### config.mk
export PLATFORM = sky130hd
export DESIGN_NAME = buddy_page_allocator
export DESIGN_NICKNAME = d
export VERILOG_FILES = /design/src/rtl/core/bpa_pkg.sv /design/src/rtl/core/bpa_datapath.sv /design/src/rtl/core/bpa_ctrl.sv /design/src/rtl/core/buddy_page_allocator.sv
export SDC_FILE = /design/constraint.sdc
export NUM_CORES = 2
export LEC_CHECK = 0
export BUFFER_PORTS_ARGS = -buffer_cell sky130_fd_sc_hd__buf_2
export CAP_MARGIN = 20
export CORE_UTILIZATION = 63
export DETAILED_ROUTE_END_ITERATION = 10
export GPL_ROUTABILITY_DRIVEN = 0
export PLACE_DENSITY = 0.79
export SYNTH_ARGS = -nofsm -noshare
export SYNTH_HDL_FRONTEND = slang
export SYNTH_SLANG_ARGS = --single-unit
### constraint.sdc
create_clock -name clk -period 16.8 [get_ports clk]
set_input_delay 3.36 -clock clk [delete_from_list [all_inputs] [get_ports clk]]
set_output_delay 3.36 -clock clk [all_outputs]
set_load 0.005 [all_outputs]
### src/rtl/core/bpa_pkg.sv
`timescale 1ns / 1ps
package bpa_pkg;

  // Pool geometry
  localparam int POOL_PAGES_LOG2 = 8;
  localparam int PAGE_SHIFT      = 12;
  localparam int PAGE_BYTES      = 1 << PAGE_SHIFT;

  // Result status codes
  typedef enum logic [1:0] {
    ST_OK      = 2'd0,
    ST_OOM     = 2'd1,
    ST_IGNORED = 2'd2
  } res_status_t;

  // Datapath operations issued by the controller
  typedef enum logic [3:0] {
    DP_NOP,
    DP_LATCH,
    DP_INIT,
    DP_DECODE,
    DP_READ_Q,
    DP_SRCH_STEP,
    DP_FIND_STEP,
    DP_MARK,
    DP_MERGE_P,
    DP_MERGE_Q,
    DP_WALK_START,
    DP_SPLIT,
    DP_LOAD_OUT
  } dp_op_t;

  typedef struct packed {
    dp_op_t      op;
    logic        res_en;
    res_status_t res_status;
    logic        set_exh;
  } dp_cmd_t;

  typedef struct packed {
    logic is_free_op;
    logic bytes_zero;
    logic unit_zero;
    logic too_big;
    logic step_end;
    logic at_target;
    logic rd_free;
    logic merge_cand;
    logic merge_end;
    logic best_valid;
    logic split_more;
    logic changed;
  } dp_stat_t;

endpackage

### src/rtl/core/bpa_datapath.sv
`timescale 1ns / 1ps
module bpa_datapath import bpa_pkg::*; (
  input  logic        clk,
  input  logic        rst_n,
  input  dp_cmd_t     cmd,
  output dp_stat_t    stat,
  input  logic        in_op,
  input  logic [20:0] in_request_bytes,
  input  logic [8:0]  in_free_unit,
  input  logic        cfg_we,
  input  logic [3:0]  cfg_wdata,
  output logic [1:0]  out_status,
  output logic [8:0]  out_data_unit,
  output logic        out_pool_exhausted
);

  // Header store: {exponent, free}
  logic [4:0]  mem_r [256];
  logic [4:0]  rd_data_r;
  logic        mem_we;
  logic [7:0]  mem_waddr;
  logic [4:0]  mem_wdata;
  logic [7:0]  rd_addr;

  logic [3:0]  pool_log2_r;
  logic        exh_r;
  logic        best_valid_r;
  logic        changed_r;

  logic        op_r;
  logic [20:0] bytes_r;
  logic [8:0]  unit_r;
  logic [3:0]  e_r;
  logic [8:0]  target_r;
  logic [8:0]  p_r;
  logic [8:0]  q_r;
  logic [3:0]  s_r;
  logic [8:0]  best_r;
  logic [3:0]  best_exp_r;
  res_status_t res_status_r;
  logic [8:0]  res_data_r;
  logic [1:0]  out_status_r;
  logic [8:0]  out_data_r;
  logic        out_exh_r;

  logic [3:0]  l_eff;
  logic [8:0]  n_pages;
  logic [3:0]  rd_exp;
  logic        rd_free;
  logic [9:0]  step_nxt;
  logic [9:0]  align_mask;
  logic        buddy;
  logic [9:0]  pair_nxt;
  logic [9:0]  mq_nxt;
  logic [21:0] round_sum;
  logic [10:0] pages;
  logic [3:0]  e_calc;
  logic        srch_hit;

  // Effective pool size, saturated to the legal range
  always_comb begin
    if (pool_log2_r == 4'd0) begin
      l_eff = 4'd1;
    end else if (pool_log2_r > 4'(POOL_PAGES_LOG2)) begin
      l_eff = 4'(POOL_PAGES_LOG2);
    end else begin
      l_eff = pool_log2_r;
    end
  end
  assign n_pages = 9'd1 << l_eff;

  assign rd_exp  = rd_data_r[4:1];
  assign rd_free = rd_data_r[0];

  // Walk arithmetic
  assign step_nxt   = {1'b0, p_r} + (10'd1 << rd_exp);
  assign align_mask = (10'd2 << rd_exp) - 10'd1;
  assign buddy      = rd_free && (rd_exp == s_r);
  assign pair_nxt   = {1'b0, p_r} + (10'd2 << s_r);
  assign mq_nxt     = buddy ? pair_nxt : {1'b0, q_r};
  assign srch_hit   = rd_free && (rd_exp >= e_r) && (!best_valid_r || (rd_exp < best_exp_r));

  // Request size in pages plus header, rounded to a power of two
  assign round_sum = {1'b0, bytes_r} + 22'(PAGE_BYTES - 1);
  assign pages     = 11'(round_sum >> PAGE_SHIFT) + 11'd1;

  always_comb begin
    e_calc = 4'd0;
    for (int i = 10; i >= 0; i--) begin
      if ((12'd1 << i) >= {1'b0, pages}) begin
        e_calc = 4'(i);
      end
    end
  end

  // Status to controller
  always_comb begin
    stat.is_free_op = op_r;
    stat.bytes_zero = (bytes_r == 21'd0);
    stat.unit_zero  = (unit_r == 9'd0);
    stat.too_big    = (e_calc > l_eff);
    stat.step_end   = (step_nxt >= {1'b0, n_pages});
    stat.at_target  = (p_r == target_r);
    stat.rd_free    = rd_free;
    stat.merge_cand = (step_nxt < {1'b0, n_pages}) && rd_free &&
                      (({1'b0, p_r} & align_mask) == 10'd0);
    stat.merge_end  = (mq_nxt >= {1'b0, n_pages});
    stat.best_valid = best_valid_r;
    stat.split_more = (best_exp_r > e_r);
    stat.changed    = changed_r;
  end

  // Store write port and read address
  always_comb begin
    mem_we    = 1'b0;
    mem_waddr = p_r[7:0];
    mem_wdata = {l_eff, 1'b1};
    case (cmd.op)
      DP_INIT: begin
        mem_we    = 1'b1;
        mem_waddr = 8'd0;
        mem_wdata = {l_eff, 1'b1};
      end
      DP_MARK: begin
        mem_we    = 1'b1;
        mem_waddr = target_r[7:0];
        mem_wdata = {rd_exp, 1'b1};
      end
      DP_MERGE_Q: begin
        mem_we    = buddy;
        mem_waddr = p_r[7:0];
        mem_wdata = {s_r + 4'd1, 1'b1};
      end
      DP_SPLIT: begin
        mem_we    = 1'b1;
        mem_waddr = best_r[7:0];
        mem_wdata = (best_exp_r > e_r) ? {best_exp_r - 4'd1, 1'b1} : {e_r, 1'b0};
      end
      default: begin
        mem_we = 1'b0;
      end
    endcase
  end
  assign rd_addr = (cmd.op == DP_READ_Q) ? q_r[7:0] : p_r[7:0];

  always_ff @(posedge clk) begin
    if (mem_we) begin
      mem_r[mem_waddr] <= mem_wdata;
    end
    rd_data_r <= mem_r[rd_addr];
  end

  // Control registers
  always_ff @(posedge clk) begin
    if (!rst_n) begin
      pool_log2_r  <= 4'(POOL_PAGES_LOG2);
      exh_r        <= 1'b0;
      best_valid_r <= 1'b0;
      changed_r    <= 1'b0;
    end else begin
      if (cfg_we) begin
        pool_log2_r <= cfg_wdata;
        exh_r       <= 1'b0;
      end else if (cmd.set_exh) begin
        exh_r <= 1'b1;
      end
      case (cmd.op)
        DP_DECODE, DP_WALK_START, DP_MARK: begin
          best_valid_r <= 1'b0;
          changed_r    <= 1'b0;
        end
        DP_SRCH_STEP: begin
          if (srch_hit) begin
            best_valid_r <= 1'b1;
          end
        end
        DP_MERGE_Q: begin
          if (buddy) begin
            changed_r <= 1'b1;
          end
        end
        default: begin
        end
      endcase
    end
  end

  // Working registers
  always_ff @(posedge clk) begin
    if (cmd.res_en) begin
      res_status_r <= cmd.res_status;
      res_data_r   <= 9'd0;
    end
    case (cmd.op)
      DP_LATCH: begin
        op_r    <= in_op;
        bytes_r <= in_request_bytes;
        unit_r  <= in_free_unit;
      end
      DP_DECODE: begin
        e_r      <= e_calc;
        target_r <= unit_r - 9'd1;
        p_r      <= 9'd0;
      end
      DP_WALK_START, DP_MARK: begin
        p_r <= 9'd0;
      end
      DP_SRCH_STEP: begin
        if (srch_hit) begin
          best_r     <= p_r;
          best_exp_r <= rd_exp;
        end
        p_r <= step_nxt[8:0];
      end
      DP_FIND_STEP: begin
        if (p_r != target_r) begin
          p_r <= step_nxt[8:0];
        end
      end
      DP_MERGE_P: begin
        q_r <= step_nxt[8:0];
        s_r <= rd_exp;
        if (!stat.merge_cand) begin
          p_r <= step_nxt[8:0];
        end
      end
      DP_MERGE_Q: begin
        p_r <= mq_nxt[8:0];
      end
      DP_SPLIT: begin
        // keep the upper half, lower half stays free
        if (best_exp_r > e_r) begin
          best_r     <= best_r + (9'd1 << (best_exp_r - 4'd1));
          best_exp_r <= best_exp_r - 4'd1;
        end else begin
          res_status_r <= ST_OK;
          res_data_r   <= best_r + 9'd1;
        end
      end
      DP_LOAD_OUT: begin
        out_status_r <= res_status_r;
        out_data_r   <= res_data_r;
        out_exh_r    <= exh_r;
      end
      default: begin
      end
    endcase
  end

  assign out_status         = out_status_r;
  assign out_data_unit      = out_data_r;
  assign out_pool_exhausted = out_exh_r;

endmodule

### src/rtl/core/bpa_ctrl.sv
`timescale 1ns / 1ps
module bpa_ctrl import bpa_pkg::*; (
  input  logic     clk,
  input  logic     rst_n,
  input  logic     in_valid,
  output logic     in_ready,
  output logic     out_valid,
  input  logic     out_ready,
  input  logic     cfg_we,
  input  dp_stat_t stat,
  output dp_cmd_t  cmd
);

  typedef enum logic [3:0] {
    S_INIT, S_IDLE, S_DECODE,
    S_SR_RD, S_SR_CHK, S_SR_END,
    S_M_RDP, S_M_CHKP, S_M_RDQ, S_M_CHKQ, S_M_END,
    S_F_RD, S_F_CHK, S_MARK,
    S_SPLIT, S_DONE
  } state_t;

  state_t state_r, state_nxt;
  logic   out_valid_r, out_valid_nxt;
  logic   retried_r, retried_nxt;
  logic   after_free_r, after_free_nxt;
  logic   load_out;

  assign in_ready  = (state_r == S_IDLE) && !cfg_we;
  assign out_valid = out_valid_r;
  assign load_out  = (state_r == S_DONE) && (!out_valid_r || out_ready);

  // Next state and datapath command
  always_comb begin
    state_nxt      = state_r;
    retried_nxt    = retried_r;
    after_free_nxt = after_free_r;
    cmd            = '{op: DP_NOP, res_en: 1'b0, res_status: ST_IGNORED, set_exh: 1'b0};
    case (state_r)
      S_INIT: begin
        cmd.op    = DP_INIT;
        state_nxt = S_IDLE;
      end
      S_IDLE: begin
        if (cfg_we) begin
          state_nxt = S_INIT;
        end else if (in_valid) begin
          cmd.op    = DP_LATCH;
          state_nxt = S_DECODE;
        end
      end
      S_DECODE: begin
        cmd.op = DP_DECODE;
        if (stat.is_free_op) begin
          if (stat.unit_zero) begin
            cmd.res_en = 1'b1;
            state_nxt  = S_DONE;
          end else begin
            state_nxt = S_F_RD;
          end
        end else if (stat.bytes_zero) begin
          cmd.res_en = 1'b1;
          state_nxt  = S_DONE;
        end else if (stat.too_big) begin
          cmd.res_en     = 1'b1;
          cmd.res_status = ST_OOM;
          cmd.set_exh    = 1'b1;
          state_nxt      = S_DONE;
        end else begin
          retried_nxt = 1'b0;
          state_nxt   = S_SR_RD;
        end
      end
      // best-fit search
      S_SR_RD: begin
        state_nxt = S_SR_CHK;
      end
      S_SR_CHK: begin
        cmd.op    = DP_SRCH_STEP;
        state_nxt = stat.step_end ? S_SR_END : S_SR_RD;
      end
      S_SR_END: begin
        if (stat.best_valid) begin
          state_nxt = S_SPLIT;
        end else if (!retried_r) begin
          retried_nxt    = 1'b1;
          after_free_nxt = 1'b0;
          cmd.op         = DP_WALK_START;
          state_nxt      = S_M_RDP;
        end else begin
          cmd.res_en     = 1'b1;
          cmd.res_status = ST_OOM;
          cmd.set_exh    = 1'b1;
          state_nxt      = S_DONE;
        end
      end
      // coalescing passes
      S_M_RDP: begin
        state_nxt = S_M_CHKP;
      end
      S_M_CHKP: begin
        cmd.op = DP_MERGE_P;
        if (stat.merge_cand) begin
          state_nxt = S_M_RDQ;
        end else if (stat.step_end) begin
          state_nxt = S_M_END;
        end else begin
          state_nxt = S_M_RDP;
        end
      end
      S_M_RDQ: begin
        cmd.op    = DP_READ_Q;
        state_nxt = S_M_CHKQ;
      end
      S_M_CHKQ: begin
        cmd.op    = DP_MERGE_Q;
        state_nxt = stat.merge_end ? S_M_END : S_M_RDP;
      end
      S_M_END: begin
        if (stat.changed) begin
          cmd.op    = DP_WALK_START;
          state_nxt = S_M_RDP;
        end else if (after_free_r) begin
          cmd.res_en     = 1'b1;
          cmd.res_status = ST_OK;
          state_nxt      = S_DONE;
        end else begin
          cmd.op    = DP_WALK_START;
          state_nxt = S_SR_RD;
        end
      end
      // locate the block being freed
      S_F_RD: begin
        state_nxt = S_F_CHK;
      end
      S_F_CHK: begin
        cmd.op = DP_FIND_STEP;
        if (stat.at_target) begin
          if (!stat.rd_free) begin
            state_nxt = S_MARK;
          end else begin
            cmd.res_en = 1'b1;
            state_nxt  = S_DONE;
          end
        end else if (stat.step_end) begin
          cmd.res_en = 1'b1;
          state_nxt  = S_DONE;
        end else begin
          state_nxt = S_F_RD;
        end
      end
      S_MARK: begin
        cmd.op         = DP_MARK;
        after_free_nxt = 1'b1;
        state_nxt      = S_M_RDP;
      end
      S_SPLIT: begin
        cmd.op = DP_SPLIT;
        if (!stat.split_more) begin
          state_nxt = S_DONE;
        end
      end
      S_DONE: begin
        if (load_out) begin
          cmd.op    = DP_LOAD_OUT;
          state_nxt = S_IDLE;
        end
      end
      default: begin
        state_nxt = S_INIT;
      end
    endcase
  end

  always_comb begin
    if (load_out) begin
      out_valid_nxt = 1'b1;
    end else if (out_ready) begin
      out_valid_nxt = 1'b0;
    end else begin
      out_valid_nxt = out_valid_r;
    end
  end

  always_ff @(posedge clk) begin
    if (!rst_n) begin
      state_r      <= S_INIT;
      out_valid_r  <= 1'b0;
      retried_r    <= 1'b0;
      after_free_r <= 1'b0;
    end else begin
      state_r      <= state_nxt;
      out_valid_r  <= out_valid_nxt;
      retried_r    <= retried_nxt;
      after_free_r <= after_free_nxt;
    end
  end

endmodule

### src/rtl/core/buddy_page_allocator.sv
// An ignored or oversized word goes straight to the result; any other word walks the block
//   headers, with a buddy test per candidate pair and one split step per halving.
// Words are handled one at a time; the header walks over the header store set the pace,
//   longest when a full coalescing pass precedes a retried search.
// Reset (rst_n, synchronous, active low) and a pool_log2 write while idle lead to S_INIT,
//   which writes the single free block at page 0; no word is accepted in that state.
`timescale 1ns / 1ps
module buddy_page_allocator import bpa_pkg::*; (
  input  logic        clk,
  input  logic        rst_n,
  input  logic        in_valid,
  output logic        in_ready,
  input  logic        in_op,
  input  logic [20:0] in_request_bytes,
  input  logic [8:0]  in_free_unit,
  output logic        out_valid,
  input  logic        out_ready,
  output logic [1:0]  out_status,
  output logic [8:0]  out_data_unit,
  output logic        out_pool_exhausted,
  input  logic        cfg_we,
  input  logic [3:0]  cfg_wdata
);

  dp_cmd_t  cmd;
  dp_stat_t stat;

  bpa_ctrl u_ctrl (
    .clk       (clk),
    .rst_n     (rst_n),
    .in_valid  (in_valid),
    .in_ready  (in_ready),
    .out_valid (out_valid),
    .out_ready (out_ready),
    .cfg_we    (cfg_we),
    .stat      (stat),
    .cmd       (cmd)
  );

  bpa_datapath u_dp (
    .clk                (clk),
    .rst_n              (rst_n),
    .cmd                (cmd),
    .stat               (stat),
    .in_op              (in_op),
    .in_request_bytes   (in_request_bytes),
    .in_free_unit       (in_free_unit),
    .cfg_we             (cfg_we),
    .cfg_wdata          (cfg_wdata),
    .out_status         (out_status),
    .out_data_unit      (out_data_unit),
    .out_pool_exhausted (out_pool_exhausted)
  );

endmodule

==> impl_metrics.py <==
metrics = {
    "yosys": {
        "synth_top_area_share": 0.686,
        "ys_warn_count": 0,
        "synth_simple_gate_area_frac": 0.172,
        "synth_mux_area_frac": 0.0194,
        "synth_ff_type": "edfxtp_1",
        "syn_avg_cell_area_um2": 12.3,
        "synthArstFlopShare": 0,
        "synth_top_family_by_area": "simple AND/OR/NAND/NOR gates",
        "yosys.area.top_type": "edfxtp_1",
        "synth_cell_type_count": 79,
        "ys_seq_elements": 1401,
        "yosys.area_share.adder": 0.0164,
        "synthTopCellsByArea": "edfxtp_1 69%, nand2_1 7.6%, nand3_1 4.3%, nor2_1 2.0%, ha_1 1.5%",
        "yosysSeqAreaShare": 0.696,
        "synth_edf_count": 1371,
        "netlist_area_um2": 60000,
        "synthCells": 4869,
        "synth_compound_area_frac": 0.0616,
        "synth-xor-area-share": 0.00861,
    },
    "critical_path": {
        "crit_fanout": 8,
        "critPathLaunch": "cfg_we",
        "reg2reg_slack_ns": 9.67,
        "cp.required_ns": 13.44,
        "crit_arrival_ns": 4.09,
        "critPathCaptureType": "output port",
        "critPathKind": "in2out",
        "rr_startpoint": "u_dp.bytes_r[11]",
        "crit_path_start_kind": "primary input",
        "reg2reg_depth": 23,
        "r2r_end": "u_dp.res_data_r[5]",
    },
    "routing": {
        "drc_errors": 0,
        "avgRoutedWirePerCell_um": 25.0,
        "viasPerCell": 6.53,
        "topRoutingLayerUsed": "met5",
        "wl_met2_um": 72300,
        "dr.pass1.iters": 6,
        "vias": 40400,
        "m1WireLength_um": 56700,
        "ant_nets": 0,
        "first_iter_violations": 5718,
        "wl_um": 155000,
        "dr_wl_met3_um": 18300,
    },
    "floorplanning": {
        "die_x_um": 311,
        "core-area_um2": 93900,
        "dieArea_um2": 96500,
        "die_h_um": 311,
        "fp-row-count": 112,
        "start_util": 0.639,
        "top_level_ports": 54,
    },
    "clock_network": {
        "post-cts-setup-buffers": 0,
        "cts_tree": "yes",
        "cts-root-buf": "clkbuf_16",
        "insertion_delay_ns": 0.77,
        "clock_path_buffers": 3,
        "cts_sinks": 1401,
        "clk_pin_slew_ns": 0.06,
        "ctsResizeCount": 0,
        "cts_buffers": 141,
        "cts_htree_levels": 4,
        "cts_hold_buf": 0,
    },
    "sta": {
        "finClkSkew_ns": 0.0305,
        "final_max_slew_viol_count": 0,
        "rsz0062_at_grt": "no",
        "hold_violations": 0,
        "finalSetupViolations": 0,
        "tightest_slew_ns": 1.15,
        "tns_ns": 0,
        "fin_crit_sh": 0.443,
        "fin_hold_ws_ns": 0.435,
        "clock.fmax_mhz": 134,
        "slew_headroom": 0.235,
        "min_period_ns": 7.45,
    },
    "layout": {
        "drive_above_1_share": 0.0748,
        "syn2layout_area_growth_pct": 9.71,
        "final_nets": 4943,
    },
    "global_routing": {
        "grt.total_usage": 0.318,
        "grt-ovfl-total": 0,
        "grt_max_degree": 193,
        "grt_pass1_wl_um": 232000,
        "antenna_found_initial": 8,
        "grt_pass1_vias": 38900,
    },
    "power_and_ir_drop": {
        "powerDensity_nw_per_um2": 109,
        "p_leak_nw": 22.9,
        "vdd_ir_drop_max_uv": 112,
    },
    "place": {
        "hpwl_um": 88700,
        "port_buffers": 53,
    },
    "flow_run": {
        "drv_cap": 0,
    },
    "min_path": {
        "hp-class": "reg2reg",
        "hold_end": "u_dp.out_data_unit[8]",
        "hold_path_depth": 0,
        "min_from": "u_dp.res_data_r[8]",
    },
    "run_status": {
        "status": "finished, final reports clean",
    },
}
-- worst max-delay path by stage --
stage / slack [ns] / end
2_1_floorplan: 2.91 / u_dp.mem_r[0][1]
4_1_cts: 9.34 / in_ready
3_3_place_gp: 9.41 / in_ready
5_1_grt: 9.09 / u_dp.res_data_r[5]
6_report: 9.35 / in_ready
3_5_place_dp: 9.34 / in_ready
-- power by group --
part / leakage, nW / switching (W) / internal [W] / total [W]
sequential: 13.3 / 0.0000168 / 0.00384 / 0.00386
clock: 2.22 / 0.00133 / 0.00177 / 0.00310
combinational: 7.41 / 0.000180 / 0.0000602 / 0.000240
-- through the flow --
step	setup slack (ns)	instances	instance area, µm²	total power (W)	utilization
2_1_floorplan	2.91	4870	60000	0.00409	-
3_3_place_gp	9.41	5935	61200	0.00415	0.652
3_5_place_dp	9.34	5936	61300	0.00416	0.652
4_1_cts	9.34	6189	65800	0.00720	0.701
5_1_grt	9.09	6192	65800	0.00736	0.701
6_report	9.35	6193	65800	0.00719	0.701
-- per-layer routing --
metal	global-route usage	vias to the layer above
met5	0	-
met4	0.162	8
met3	0.0758	450
met2	0.494	2592
met1	0.422	19500
li1	-	17800
-- cell families after synthesis --
kind of cell | Yosys count
AOI/OAI and AO/OA | 501
xor gates and xnor gates | 59
adders and majority gates | 77
buffers and inverters | 359
DFF | 1401
muxes | 104
other | 1
and+or+nand+nor | 2367
-- placed cells by master (no fill, tap or decap), types with 14 or more instances in the layout --
master and instances:
dfxtp_1 30, a32oi_1 37, a21o_1 14, o311ai_0 19
nor2_1 317, a311oi_1 87, edfxtp_1 1371, or4_1 25
inv_1 48, and2_1 22, a21oi_1 86, clkinv_2 22
nand2b_1 21, nor4_1 18, a221oi_1 17, o211ai_1 23
buf_4 64, clkbuf_16 145, ha_1 74, mux2i_1 83
xnor2_1 38, xor2_1 21, nor2b_1 28, o21ai_0 47
a31oi_1 49, nand3_1 519, nand2_1 1208, clkinv_1 28
buf_2 53, nand4_1 40, and3_1 77, nor3_1 46
clkbuf_1 26
-- sequential cells by signal, summed over array words and instances (netlist names), 2 cells and up --
signal and cells:
u_dp.target_r 9, u_dp.best_r 9, u_dp.res_status_r 2, u_dp.unit_r 9, u_dp.mem_r 1280, u_dp.out_data_unit 9, u_ctrl.state_r 4, u_dp.q_r 9
u_dp.res_data_r 9, u_dp.out_status 2, u_dp.p_r 9, u_dp.s_r 4, u_dp.rd_data_r 5, u_dp.e_r 4, u_dp.pool_log2_r 4, u_dp.best_exp_r 4
u_dp.bytes_r 21
-- Yosys cell counts, drive strengths merged (14+ instances only) --
cell type,instances
edfxtp,1371
nand2,1211
nand3,519
nor2,321
buf,172
clkbuf,138
a311oi,87
mux2i,87
a21oi,86
and3,77
ha,74
o21ai,54
a31oi,49
inv,49
nor3,47
nand4,40
xnor2,38
a32oi,37
dfxtp,30
nor2b,28
or4,25
and2,23
o211ai,23
nand2b,21
xor2,21
o311ai,19
nor4,18
a221oi,17
a21o,14
-- layout make-up --
cell class                      count  area, µm²
Multi-Input combinational cell   3110      16900
Clock inverter                     76        737
Inverter                           49        191
Timing Repair Buffer              123        857
Sequential cell                  1401      41800
Clock buffer                      177       3810
Antenna cell                        3       7.51
Tap cell                         1254       1570
Fill cell                        6197      28100
-- worst max-delay path, stage by stage --
cell	delay (ns)
buf_2	0.16
nor4_1	0.38
buf_2	0.19
No activity file was read; power rests on OpenSTA's default activity.
